## src/design/fista_l1_coefficient_update_defines.svh

```systemverilog
// ----------------------------------------------------------------------------
// FISTA L1 coefficient update - assertion macros
// Implication checks on the rising clock edge, masked while reset is low.
// ----------------------------------------------------------------------------
`ifndef FISTA_L1_COEFFICIENT_UPDATE_DEFINES_SVH
`define FISTA_L1_COEFFICIENT_UPDATE_DEFINES_SVH

`ifndef SYNTHESIS

// same-cycle implication
`define FL1CU_ASSERT_IMP(lbl, clk, rst_n, ante, cons, msg) \
    lbl: assert property (@(posedge clk) disable iff (!rst_n) (ante) |-> (cons)) \
        else $error(msg);

// next-cycle implication
`define FL1CU_ASSERT_NXT(lbl, clk, rst_n, ante, cons, msg) \
    lbl: assert property (@(posedge clk) disable iff (!rst_n) (ante) |=> (cons)) \
        else $error(msg);

`else

`define FL1CU_ASSERT_IMP(lbl, clk, rst_n, ante, cons, msg)
`define FL1CU_ASSERT_NXT(lbl, clk, rst_n, ante, cons, msg)

`endif

`endif

```

## src/design/fl1cu_pkg.sv

```systemverilog
// ----------------------------------------------------------------------------
// fl1cu_pkg
// Shared sizes, fixed-point constants and register indexes.
// ----------------------------------------------------------------------------
`default_nettype none

package fl1cu_pkg;

    localparam int VECTOR_LENGTH = 1024;
    localparam int POS_W         = (VECTOR_LENGTH > 1) ? $clog2(VECTOR_LENGTH) : 1;

    localparam int DATA_W = 48;
    localparam int MUL_W  = 64;
    localparam int HALF_W = MUL_W / 2;
    localparam int PROD_W = 2 * MUL_W;

    localparam logic [63:0] ONE_Q32 = 64'h0000_0001_0000_0000;
    localparam logic [63:0] MAX48   = 64'h0000_7FFF_FFFF_FFFF;
    localparam logic [63:0] CAP62   = 64'h4000_0000_0000_0000;
    localparam logic [63:0] ALL64   = 64'hFFFF_FFFF_FFFF_FFFF;

    localparam logic [1:0] CFG_STEP_SIZE      = 2'd0;
    localparam logic [1:0] CFG_L1_WEIGHT      = 2'd1;
    localparam logic [1:0] CFG_DIFF_THRESHOLD = 2'd2;

endpackage

`default_nettype wire

```

## src/design/fl1cu_mul.sv

```systemverilog
// ----------------------------------------------------------------------------
// fl1cu_mul
// Unsigned 64 x 64 multiplier built from one 32 x 32 product per cycle.
// ----------------------------------------------------------------------------
`default_nettype none

module fl1cu_mul
    import fl1cu_pkg::*;
(
    input  wire logic              i_clk,
    input  wire logic              i_rst_n,
    input  wire logic              i_start,
    input  wire logic [MUL_W-1:0]  i_a,
    input  wire logic [MUL_W-1:0]  i_b,
    output logic                   o_done,
    output logic [PROD_W-1:0]      o_prod
);

    logic [MUL_W-1:0]  r_a;
    logic [MUL_W-1:0]  r_b;
    logic [2:0]        r_step;
    logic              r_busy;
    logic              r_ppv;
    logic [1:0]        r_pk;
    logic [MUL_W-1:0]  r_pp;
    logic [PROD_W-1:0] r_acc;
    logic              r_done;

    logic [HALF_W-1:0] a_part;
    logic [HALF_W-1:0] b_part;
    logic [PROD_W-1:0] pp_shifted;

    // partial order: lo*lo, lo*hi, hi*lo, hi*hi
    assign a_part = r_step[1] ? r_a[MUL_W-1:HALF_W] : r_a[HALF_W-1:0];
    assign b_part = r_step[0] ? r_b[MUL_W-1:HALF_W] : r_b[HALF_W-1:0];

    always_comb begin
        unique case (r_pk)
            2'd0:    pp_shifted = {{MUL_W{1'b0}}, r_pp};
            2'd3:    pp_shifted = {r_pp, {MUL_W{1'b0}}};
            default: pp_shifted = {{HALF_W{1'b0}}, r_pp, {HALF_W{1'b0}}};
        endcase
    end

    always_ff @(posedge i_clk) begin
        if (!i_rst_n) begin
            r_busy <= 1'b0;
            r_ppv  <= 1'b0;
            r_done <= 1'b0;
            r_step <= '0;
        end else begin
            r_done <= 1'b0;
            if (i_start) begin
                r_busy <= 1'b1;
                r_ppv  <= 1'b0;
                r_step <= '0;
            end else if (r_busy) begin
                r_ppv <= (r_step < 3'd4);
                if (r_step < 3'd4) begin
                    r_step <= r_step + 3'd1;
                end
                if (r_step == 3'd4) begin
                    r_busy <= 1'b0;
                    r_done <= 1'b1;
                end
            end
        end
    end

    always_ff @(posedge i_clk) begin
        if (i_start) begin
            r_a   <= i_a;
            r_b   <= i_b;
            r_acc <= '0;
        end else if (r_busy) begin
            if (r_step < 3'd4) begin
                r_pp <= a_part * b_part;
                r_pk <= r_step[1:0];
            end
            if (r_ppv) begin
                r_acc <= r_acc + pp_shifted;
            end
        end
    end

    assign o_done = r_done;
    assign o_prod = r_acc;

endmodule

`default_nettype wire

```

## config.mk

```make
export PLATFORM = sky130hd
export DESIGN_NAME = fl1cu_mul
export DESIGN_NICKNAME = d
export VERILOG_FILES = /design/src/design/fista_l1_coefficient_update_defines.svh /design/src/design/fl1cu_pkg.sv /design/src/design/fl1cu_mul.sv
export SDC_FILE = /design/constraint.sdc
export NUM_CORES = 2
export LEC_CHECK = 0
export BUFFER_PORTS_ARGS = -buffer_cell sky130_fd_sc_hd__buf_2
export CAP_MARGIN = 20
export CORE_MARGIN = 4
export CORE_UTILIZATION = 60
export CTS_CLUSTER_DIAMETER = 80
export DETAILED_ROUTE_END_ITERATION = 16
export GPL_TIMING_DRIVEN = 1
export PLACE_DENSITY_LB_ADDON = 0.25
export RECOVER_POWER = 100
export SLEW_MARGIN = 20
export SYNTH_ARGS = -nofsm -noshare
export SYNTH_HDL_FRONTEND = slang
export SYNTH_SLANG_ARGS = --single-unit
```

## constraint.sdc

```tcl
create_clock -name i_clk -period 22.2 [get_ports i_clk]
set_clock_uncertainty 0.05 [all_clocks]
set_input_delay 4.44 -clock i_clk [delete_from_list [all_inputs] [get_ports i_clk]]
set_output_delay 4.44 -clock i_clk [all_outputs]
set_load 0.03 [all_outputs]
```

# After elaboration in Yosys (flattened, before gate mapping)
# Index checks and enable logic that the tools add are counted.
# op_classes
n_addsub,2
multipliers,1
n_lt_le_gt_ge,1
n_eq_ne,2
mux,7
n_bitwise,3
reduce_logical,6
# ops
operator,n
case mux 128 bit (2 select lines),1
adder 128 bit,1
multiplier 32 x 32 -> 64 bit,1
2-to-1 mux 32 bit,2
2-to-1 mux 1 bit,4
AND reduction 2 bit,2
adder 3 x 1 -> 3 bit (second input constant),1
equality test 3 bit (second input constant),1
< comparator 3 bit (second input constant),1
NOT 1 bit,3
AND reduction 3 bit,1
OR reduction 3 bit,1
equality test 2 bit (second input constant),1
logical NOT 2 bit,1
OR reduction 2 bit,1
# word_totals
ff_bits,328
in_bits,131
output_inout_bits,129
word_cells,31

# Longest topological paths before layout
# depth
ltp_word,4
depth_mapped,35
mapped_depth_nobuf,31

# Worst setup path after synthesis
# OpenSTA, ideal clock, no wires.
# synth_timing
kind,reg2reg
from,register r_step[0]
to,"register r_pp[62], data pin"
setup_ps,260
t_arrival_ps,8701
required_time_ps,21890
slack_ps,13190
stages_incl_launch_ff,34
path_buffers,5
period_less_slack_ps,9010
cell_sequence,dfxtp_1 -> clkbuf_1 -> clkbuf_1 -> clkbuf_1 -> buf_1 -> mux2_2 -> nand2_1 -> fa_1 -> inv_1 -> fa_1 -> inv_1 -> fa_1 -> fa_1 -> inv_1 -> fa_1 -> fa_1 -> fa_1 -> inv_1 -> fa_1 -> inv_1 -> ha_1 -> buf_6 -> a21oi_4 -> o21ai_2 -> a21oi_2 -> o22ai_1 -> a211o_1 -> a211o_1 -> a31o_1 -> a31o_1 -> a211oi_4 -> o21bai_2 -> a221oi_2 -> xnor2_1
# synth_between
elab_chain_len,2
# synth_lines
item,line_no,rtl
"start, declared",fl1cu_mul.sv:21,logic [2:0] r_step;
"start signal, assigned",fl1cu_mul.sv:60,r_step <= r_step + 3'd1;
2-to-1 mux 32 bit,fl1cu_mul.sv:35,assign b_part = r_step[0] ? r_b[MUL_W-1:HALF_W] : r_b[HALF_W-1:0];
multiplier 32 x 32 -> 64 bit,fl1cu_mul.sv:77,r_pp <= a_part * b_part;
"end signal, assigned",fl1cu_mul.sv:77,
"end, declared",fl1cu_mul.sv:25,logic [MUL_W-1:0] r_pp;
# Every way passes these cells.
# A chain may end at the register's enable or synchronous reset.

# Final worst setup path
# layout_timing
from,register r_step[1]
to,"register r_pp[62], data pin"
# layout_between
elab_chain_len,2
# layout_lines
item,line_no,rtl
2-to-1 mux 32 bit,fl1cu_mul.sv:34,assign a_part = r_step[1] ? r_a[MUL_W-1:HALF_W] : r_a[HALF_W-1:0];
multiplier 32 x 32 -> 64 bit,fl1cu_mul.sv:77,
# Every way passes these cells.

==> impl_metrics.yaml <==
final_layout:
  area.growth.synth_to_final_pct: 6.81
  number_of_nets_at_the_end_of_the_flow: 7506
  final_layout_size_suffix_gt1_share_pct: 6.90
placed_design:
  post-dp-hpwl_um: 143000
  placement.io_buffers: 259
  gp_congestion: 1.03
critical_path:
  crit_required_ns: 22.52
  crit_type: "reg -> reg"
  worst_path_max_delay_cell: "sky130_fd_sc_hd__clkbuf_1"
  crit_fanout: 46
  slowest_delay_ns: 2.74
  worstSetupStartpointType: "register"
  timing.critical_path.mode_cell: "sky130_fd_sc_hd__fa_1"
  cp_data_arrival_time_ns: 13.77
  end_kind: "register"
yosys:
  ys_ff_latch: 328
  synth.yosys.seq_area_share_pct: 16.1
  synth_area_um2: 52900
  dominantRegCellSynth: "sky130_fd_sc_hd__edfxtp_1"
  number_of_nets_in_the_synthesized_netlist: 7437
  synth_area_leader_cell: "sky130_fd_sc_hd__fa_1"
  synthesis.area_per_instance_um2: 8.80
  ys_types: 93
  post_synth_inst_count: 6015
  yosysWarnings: 0
  synth_edf_count: 194
  asyncSetResetFlopFracSynth_pct: 0
  synth_top_cells_by_area: "sky130_fd_sc_hd__fa_1, sky130_fd_sc_hd__edfxtp_1, sky130_fd_sc_hd__ha_1, sky130_fd_sc_hd__inv_1, sky130_fd_sc_hd__nand2_1"
  synth_top_area_share_pct: 33.9
route:
  drcViolationCount: 0
  viasPerCell: 6.10
  wl_um: 187000
  routed-wl-met2_um: 79500
  routed-via-count: 44400
  wl_met3_um: 24900
  met1_length_um: 67100
  ant_nets_after_route: 0
  route.detailed.wl_per_inst_um: 25.7
  highest_layer: "met5"
  detailedRoute.firstIterationViolations: 4589
  detail_route.first_pass.iterations: 8
floorplanning:
  die-area_um2: 93100
  initial_utilization_pct: 60.7
  row_count: 108
  io_pins: 260
  floorplan.die.width_um: 305
  die_h_um: 305
  core_region_area_um2: 87200
clock_tree:
  clock_path_buffers: 3
  ctsHtreeMaxLevel: 2
  postCtsResizedCells: 0
  cts_made_buffers: 40
  insertion_delay_ns: 0.64
  tritoncts: "built"
  clockRootBuffer: "sky130_fd_sc_hd__clkbuf_16"
  postCtsHoldBufs: 0
  cts_num_sinks: 328
  cts.reportedPaths.clkPinSlew_ns: 0.06
  post_cts_setup_buffers: 0
grt:
  combined_global_route_utilization_of_all_metal_layers_pct: 40.2
  antenna_found_initial: 4
  grt_remaining_overflow: 0
  grt_start_max_net_pins: 99
  grt_pass1_vias: 45700
  grt_first_pass_wirelength_um: 280000
timing:
  tns_ns: 0
  rsz0062_at_grt: "no"
  hold_viol_final: 0
  fmax_ghz: 0.0743
  timing.final.crit_period_ns: 13.45
  final_min_period_over_clock_period_pct: 60.6
  max-slew-margin-rel_pct: -249
  worst_slew_pin_slew_ns: 5.23
  finalMaxSlewViolations: 354
  setup_viol_count_final: 0
status:
  violations: "capacitance limit, slew limit"
  run_status: "finished, violations left"
run:
  max-cap-violations: 6
min_path:
  timing.hold.worst.class: "reg -> reg"
cells by family (layout without fill, tap and decap cells):
logic type / Yosys count / in the layout / share of synthesized area [%]
simple gates: 1912 / 1912 / 15.0
fa+ha+maj: 1291 / 1291 / 43.2
buf+inv: 1260 / 1360 / 8.97
compound gates: 920 / 920 / 11.3
flops: 328 / 328 / 16.1
xor+xnor: 175 / 175 / 2.90
mux: 129 / 129 / 2.59
other cells: 0 / 2 / 0
flip-flops by register name (all words and copies together), names as in the netlist:
register  cells
o_prod      128
r_pk          2
r_step        3
r_a          64
r_pp         64
r_ppv         1
o_done        1
r_busy        1
r_b          64
synthesized netlist by cell type (65+ instances only):
master / n
sky130_fd_sc_hd__o21ai_0: 169
sky130_fd_sc_hd__a21oi_1: 321
sky130_fd_sc_hd__a21o_1: 126
sky130_fd_sc_hd__inv_1: 952
sky130_fd_sc_hd__mux2i_1: 65
sky130_fd_sc_hd__nor2_1: 737
sky130_fd_sc_hd__xnor2_1: 103
sky130_fd_sc_hd__ha_1: 394
sky130_fd_sc_hd__xor2_1: 72
sky130_fd_sc_hd__nand4_1: 71
sky130_fd_sc_hd__dfxtp_1: 134
sky130_fd_sc_hd__nand2_1: 848
sky130_fd_sc_hd__clkbuf_1: 280
sky130_fd_sc_hd__fa_1: 897
sky130_fd_sc_hd__and2_1: 72
sky130_fd_sc_hd__edfxtp_1: 194
layout make-up:
class / count / area [um^2]
diodes: 2 / 5.00
clock buffers: 47 / 1070
clock inverters: 26 / 303
fillers: 7513 / 30600
inverters: 952 / 3570
multi-input cells: 4427 / 39900
flip-flops and latches: 328 / 8510
well taps: 1155 / 1450
repair buffers: 335 / 1740
worst paths after layout:
check,endpoint,startpoint,cells after the start,slack [ns]
min,o_prod[28],o_prod[28],2,0.42
max reg2reg,r_pp[62],r_step[1],29,8.75
min reg2reg,o_prod[28],o_prod[28],2,0.42
max,r_pp[62],r_step[1],29,8.75
worst max-delay path, delay by kind of cell (launching register included):
kind            cells  cell delay (ns)
fa+ha+maj           9             4.02
buf+inv             6             4.60
xor+xnor            1             0.10
mux                 1             0.35
flops               1             1.17
simple gates        1             0.17
compound gates     11             2.66
cell usage in the layout, fill, tap and decap left out, drive strengths merged, types with 11 or more instances in the layout:
master  synthesis  routed
o21bai         58      58
and3           20      20
nor2          738     738
a31oi          14      14
mux2i          65      65
mux2           64      64
dfxtp         134     134
nand3          44      44
o211ai         11      11
ha            394     394
nor3           41      41
nand2b         16      16
inv           952     953
nand2         848     848
edfxtp        194     194
o21ai         194     194
o21a           20      20
xor2           72      72
a21o          126     126
and2           73      73
a21oi         332     332
clkinv          0      17
a22o           38      38
a211oi         25      25
nor2b          23      23
fa            897     897
or2            14      14
buf            28     196
clkbuf        280     186
nand4          71      71
xnor2         103     103
o31ai          16      16
metal layers:
layer  up-vias  GRT usage [%]
met4         6           25.4
met3       746           14.1
met5         -          0.207
li1      19300              -
met1     21600           49.7
met2      2778           60.4
metrics by stage:
step | hold WS [ns] | instance area [um^2] | setup WS [ns] | util, % | cells
6_report | 0.423 | 56500 | 8.75 | 64.9 | 7272
5_1_grt | 0.450 | 56500 | 8.46 | 64.9 | 7270
4_1_cts | 0.426 | 56800 | 12.30 | 65.1 | 7269
3_5_place_dp | 0.418 | 55400 | 12.28 | 63.5 | 7196
3_3_place_gp | 0.410 | 55300 | 12.54 | 63.5 | 7194
2_1_floorplan | 0.385 | 52900 | 13.19 | - | 6015
Power is left out: the tool's default activity adds up to more than one toggle a clock period on the data nets, which glitch-free logic cannot reach.
